**config.mk**
```make
export PLATFORM = sky130hd
export DESIGN_NAME = vfp_front
export DESIGN_NICKNAME = d
export VERILOG_FILES = /design/src/rtl/vfp_pkg.sv /design/src/rtl/vfp_front.sv
export SDC_FILE = /design/constraint.sdc
export NUM_CORES = 1
export LEC_CHECK = 0
export ABC_AREA = 0
export BUFFER_PORTS_ARGS = -buffer_cell sky130_fd_sc_hd__buf_2
export CELL_PAD_IN_SITES_DETAIL_PLACEMENT = 1
export CELL_PAD_IN_SITES_GLOBAL_PLACEMENT = 1
export CORE_ASPECT_RATIO = 2
export CORE_MARGIN = 2
export CORE_UTILIZATION = 48
export DETAILED_ROUTE_END_ITERATION = 10
export PLACE_DENSITY_LB_ADDON = 0.1
export SLEW_MARGIN = 20
export SYNTH_ARGS = -nofsm -noshare
export SYNTH_HDL_FRONTEND = slang
export SYNTH_SLANG_ARGS = --single-unit
```
**constraint.sdc**
```tcl
create_clock -name clk -period 50 [get_ports clk]
set_input_delay 12.5 -clock clk [delete_from_list [all_inputs] [get_ports clk]]
set_output_delay 12.5 -clock clk [all_outputs]
set_load 0.02 [all_outputs]
```
**src/rtl/vfp_pkg.sv**
```systemverilog
// Shared types, constants and helpers of the view frustum plane generator.
package vfp_pkg;

  localparam int SIDE_PLANES = 4;
  localparam int PLANES = 2 * SIDE_PLANES;
  localparam int PW = $clog2(PLANES);
  localparam int SW = $clog2(SIDE_PLANES);
  localparam logic [PW-1:0] LAST_K = PW'(PLANES - 1);
  localparam int QDEPTH = 2;

  localparam logic [27:0] HALF_WIDTH_RESET = 28'd16777216;
  localparam logic [27:0] HALF_HEIGHT_RESET = 28'd9437184;

  localparam logic [1:0] REG_HALF_WIDTH = 2'd0;
  localparam logic [1:0] REG_HALF_HEIGHT = 2'd1;

  typedef struct packed {
    logic signed [31:0] eye_x;
    logic signed [31:0] eye_y;
    logic signed [31:0] eye_z;
    logic signed [31:0] target_x;
    logic signed [31:0] target_y;
    logic signed [31:0] target_z;
    logic signed [31:0] up_x;
    logic signed [31:0] up_y;
    logic signed [31:0] up_z;
  } in_item_t;

  typedef struct packed {
    logic        plane_set;
    logic [1:0]  plane_index;
    logic signed [31:0] normal_a;
    logic signed [31:0] normal_b;
    logic signed [31:0] normal_c;
    logic signed [39:0] offset_d;
    logic        degenerate;
    logic        last;
  } out_item_t;

  typedef struct packed {
    logic signed [31:0] x;
    logic signed [31:0] y;
    logic signed [31:0] z;
  } vec32_t;

  typedef struct packed {
    logic signed [63:0] x;
    logic signed [63:0] y;
    logic signed [63:0] z;
  } vec64_t;

  typedef struct packed {
    vec32_t eye;
    vec32_t up;
    logic signed [32:0] dx;
    logic signed [32:0] dy;
    logic signed [32:0] dz;
  } job_t;

  function automatic logic signed [31:0] pick32(vec32_t v, logic [1:0] i);
    case (i)
      2'd0: return v.x;
      2'd1: return v.y;
      default: return v.z;
    endcase
  endfunction

  function automatic logic [1:0] next3(logic [1:0] i);
    case (i)
      2'd0: return 2'd1;
      2'd1: return 2'd2;
      default: return 2'd0;
    endcase
  endfunction

endpackage

```
**src/rtl/vfp_front.sv**
```systemverilog
// Input stage: takes items, forms eye minus target and queues the jobs.
module vfp_front (
  input  logic             clk,
  input  logic             rst,
  input  logic             in_valid,
  output logic             in_stall,
  input  vfp_pkg::in_item_t in_item,
  output logic             q_valid,
  input  logic             q_pop,
  output vfp_pkg::job_t    job
);

  localparam int AW = $clog2(vfp_pkg::QDEPTH);

  vfp_pkg::job_t ent [vfp_pkg::QDEPTH];
  vfp_pkg::job_t job_new;
  logic [AW-1:0] wp;
  logic [AW-1:0] rp;
  logic [AW:0]   fill;
  logic          push;

  always_comb begin
    job_new.eye = '{x: in_item.eye_x, y: in_item.eye_y, z: in_item.eye_z};
    job_new.up = '{x: in_item.up_x, y: in_item.up_y, z: in_item.up_z};
    job_new.dx = $signed({in_item.eye_x[31], in_item.eye_x})
               - $signed({in_item.target_x[31], in_item.target_x});
    job_new.dy = $signed({in_item.eye_y[31], in_item.eye_y})
               - $signed({in_item.target_y[31], in_item.target_y});
    job_new.dz = $signed({in_item.eye_z[31], in_item.eye_z})
               - $signed({in_item.target_z[31], in_item.target_z});
  end

  assign in_stall = (fill == (AW+1)'(vfp_pkg::QDEPTH));
  assign push = in_valid && !in_stall;
  assign q_valid = (fill != '0);
  assign job = ent[rp];

  always_ff @(posedge clk) begin
    if (push) begin
      ent[wp] <= job_new;
    end
  end

  always_ff @(posedge clk) begin
    if (rst) begin
      wp <= '0;
      rp <= '0;
      fill <= '0;
    end else begin
      if (push) begin
        wp <= wp + 1'b1;
      end
      if (q_pop) begin
        rp <= rp + 1'b1;
      end
      fill <= fill + (AW+1)'(push) - (AW+1)'(q_pop);
    end
  end

endmodule

```
==> impl_results.md <==
* Final Non-Filler Cells at 3053
* Drt wl/cell at 24.6 µm
* I/O pin cnt at 585
* Worst Path Arrival at 3.15 ns
* Post-synth EDFFs at 582
* Most frequent cells in the layout: 584 x buf_2, 582 x edfxtp_1, 292 x mux2_2
* CTS root buf: clkbuf_16
* Initial core utilization at 0.485
* Post-synthesis async set-or-reset flop share at 0
* Synth warn at 0
* # DRC at 0
* Postcts setup bufs at 0
* Worst rel slew slack at 0.302
* Peak Freq at 63.9 MHz
* Cells after Synth at 1725
* Total Die Area at 57100 µm²
* Ratio of final minimum period to clock period at 0.313
* Commonest non-fill, non-tap cell in the layout: buf_2
* Placed cell count at 2950
* Largest net degree at the start of global routing at 158
* H-tree depth at 2
* Worst-Margin Slew at 1.05 ns
* First DRT Iteration DRCs at 893
* Overall Global Routing Usage at 0.257
* Netlist cell types at 71
* Largest family of logic cells by synthesized area: multiplexers
* Critical Path Start Type: flip-flop
* DP HPWL at 55.6 mm
* Post-DRT Antenna Nets at 0
* Gpl congestion at 0.860
* Slew Limit Fails at 0
* Core area at 54500 µm²
* Min Tclk post-route at 15.65 ns
* Avg Synthesized Cell Area at 15.3 µm²
* RSZ-0062 raised after global routing: no
* FF+latch count, synth at 587
* Critical Path RT at 37.50 ns
* Critical path class: reg -> out
* Die height at 336 µm
* Crit end category: output port
* Hold Crit Class: reg -> reg
* Synth Area in Compound Gates at 0.0692
* WL final at 75.0 mm
* Gr ovfl total at 0
* PD cells at 44.1 nW/µm²
* PortBufs at 584
* Top FF cell, synth: edfxtp_1
* Number of setup violations in the final report at 0
* Fraction of layout cells with a size suffix above 1 at 0.416
* PostCTS Resize Cnt at 0
* Post-Synth XOR/XNOR Area at 0.0288
* Via count at 16900
* Initial antenna violation count at 17
* Maximum root-to-sink buffer count at 3
* CTS Sinks at 587
* DRT Pass-1 Iters at 5
* Final nets at 2720
* First-pass GRT wire length at 110 mm
* Placement Rows at 121
* Adder-Cell Fraction of Synth Area at 0.0487
* Post-synthesis sequential area ratio at 0.665
* Static Leak at 12.5 nW
* Area grow syn2layout at 20.1%
* Vias per std cell at 5.52
* Clock skew at 0.0185 ns
* Synthesized cell area at 26400 µm²
* CTS Buf Count at 51
* Die width at 170 µm
* Skew-Pair Late Insertion Delay at 0.60 ns
* Vias in the first global route at 18400
* Outcome: finished clean
* Post-Synth Simple-Gate Area at 0.0397
* Hold buffers post-CTS at 0
* CTS tree: built
* Setup TNS at 0 ns
* # Max-Cap Violations at 0
* Peak supply drop at 0.0340 mV
* Clock transition at the registers of the reported paths at 0.07 ns
* Post-Syn Nets at 2118
* Hold Fails Final Rpt at 0
* Mux share of post-synthesis cell area at 0.125
* Peak fanout along the critical path at 74
## routing by layer
layer  up-vias  global-route usage  part of all wire
li1       7747                   -                 -
met1      8332               0.259              0.33
met2       616               0.487              0.54
met3       149              0.0726             0.081
met4        14               0.108             0.045
met5         -                   0           0.00099
## logic make-up after synthesis
logic type	after synthesis
xor gates and xnor gates	87
DFF	587
muxes	293
AOI/OAI and AO/OA	273
and+or+nand+nor	217
adders and majority gates	101
buffers and inverters	167
## cell type report
class / instances / area, µm²
Fill cell: 5381 / 22700
Sequential cell: 587 / 17600
Multi-Input combinational cell: 971 / 8240
Timing Repair Buffer: 593 / 3020
Clock buffer: 65 / 1350
Tap cell: 676 / 846
Inverter: 123 / 462
Clock inverter: 28 / 239
Antenna cell: 10 / 25.0
## synth_stat cells, drive strengths merged, types with 10 or more instances
library cell    n  share of area
ha             98          0.046
mux2          292           0.12
o21a           18         0.0051
o211ai         10         0.0030
nor2           56         0.0080
o21bai         13         0.0038
edfxtp        582           0.66
nand4          11         0.0026
nor2b          17         0.0044
clkbuf         44         0.0062
xnor2          55          0.018
nand3          20         0.0040
xor2           32          0.011
a21o           27         0.0077
a21oi          93          0.018
o21ai          49         0.0098
inv           123          0.017
nand2          67         0.0095
## state kept, by name, indices dropped and copies added, names as in the netlist, named ones only
| name | flops |
|---|---|
| ent | 582 |
| fill | 2 |
| rp | 1 |
| wp | 1 |
## through the flow
| stage | instance area [µm²] | worst slack (ns) | total power [mW] | utilization | hold WS [ns] |
|---|---|---|---|---|---|
| after floorplan | 26400 | 24.41 | 0.926 | - | 0.480 |
| after global placement | 30100 | 34.58 | 1.02 | 0.553 | 0.491 |
| after detailed placement | 30100 | 34.50 | 1.03 | 0.553 | 0.511 |
| after CTS | 31700 | 34.29 | 1.42 | 0.582 | 0.551 |
| after global routing | 31700 | 34.21 | 1.46 | 0.583 | 0.587 |
| final | 31800 | 34.35 | 1.40 | 0.583 | 0.545 |
## worst max-delay path, stage by stage, from the launching register on
cell and delay (ns):
dfxtp_4 0.94, buf_4 0.91, mux2_2 0.44, buf_2 0.16
## report_power, final
| group | switching, mW | internal, mW |
|---|---|---|
| Sequential | 0.0195 | 0.646 |
| Clock | 0.180 | 0.203 |
| Combinational | 0.231 | 0.120 |
| Total | 0.431 | 0.969 |
## final timing paths
kind	start	slack [ns]	depth (start not counted)	endpoint
max	flip-flop	34.35	3	job[117]
min	rp	0.54	2	rp
max reg2reg	fill[0]	46.54	4	ent[1][1]
min reg2reg	rp	0.54	2	rp
(Power assumes the default switching activity.)
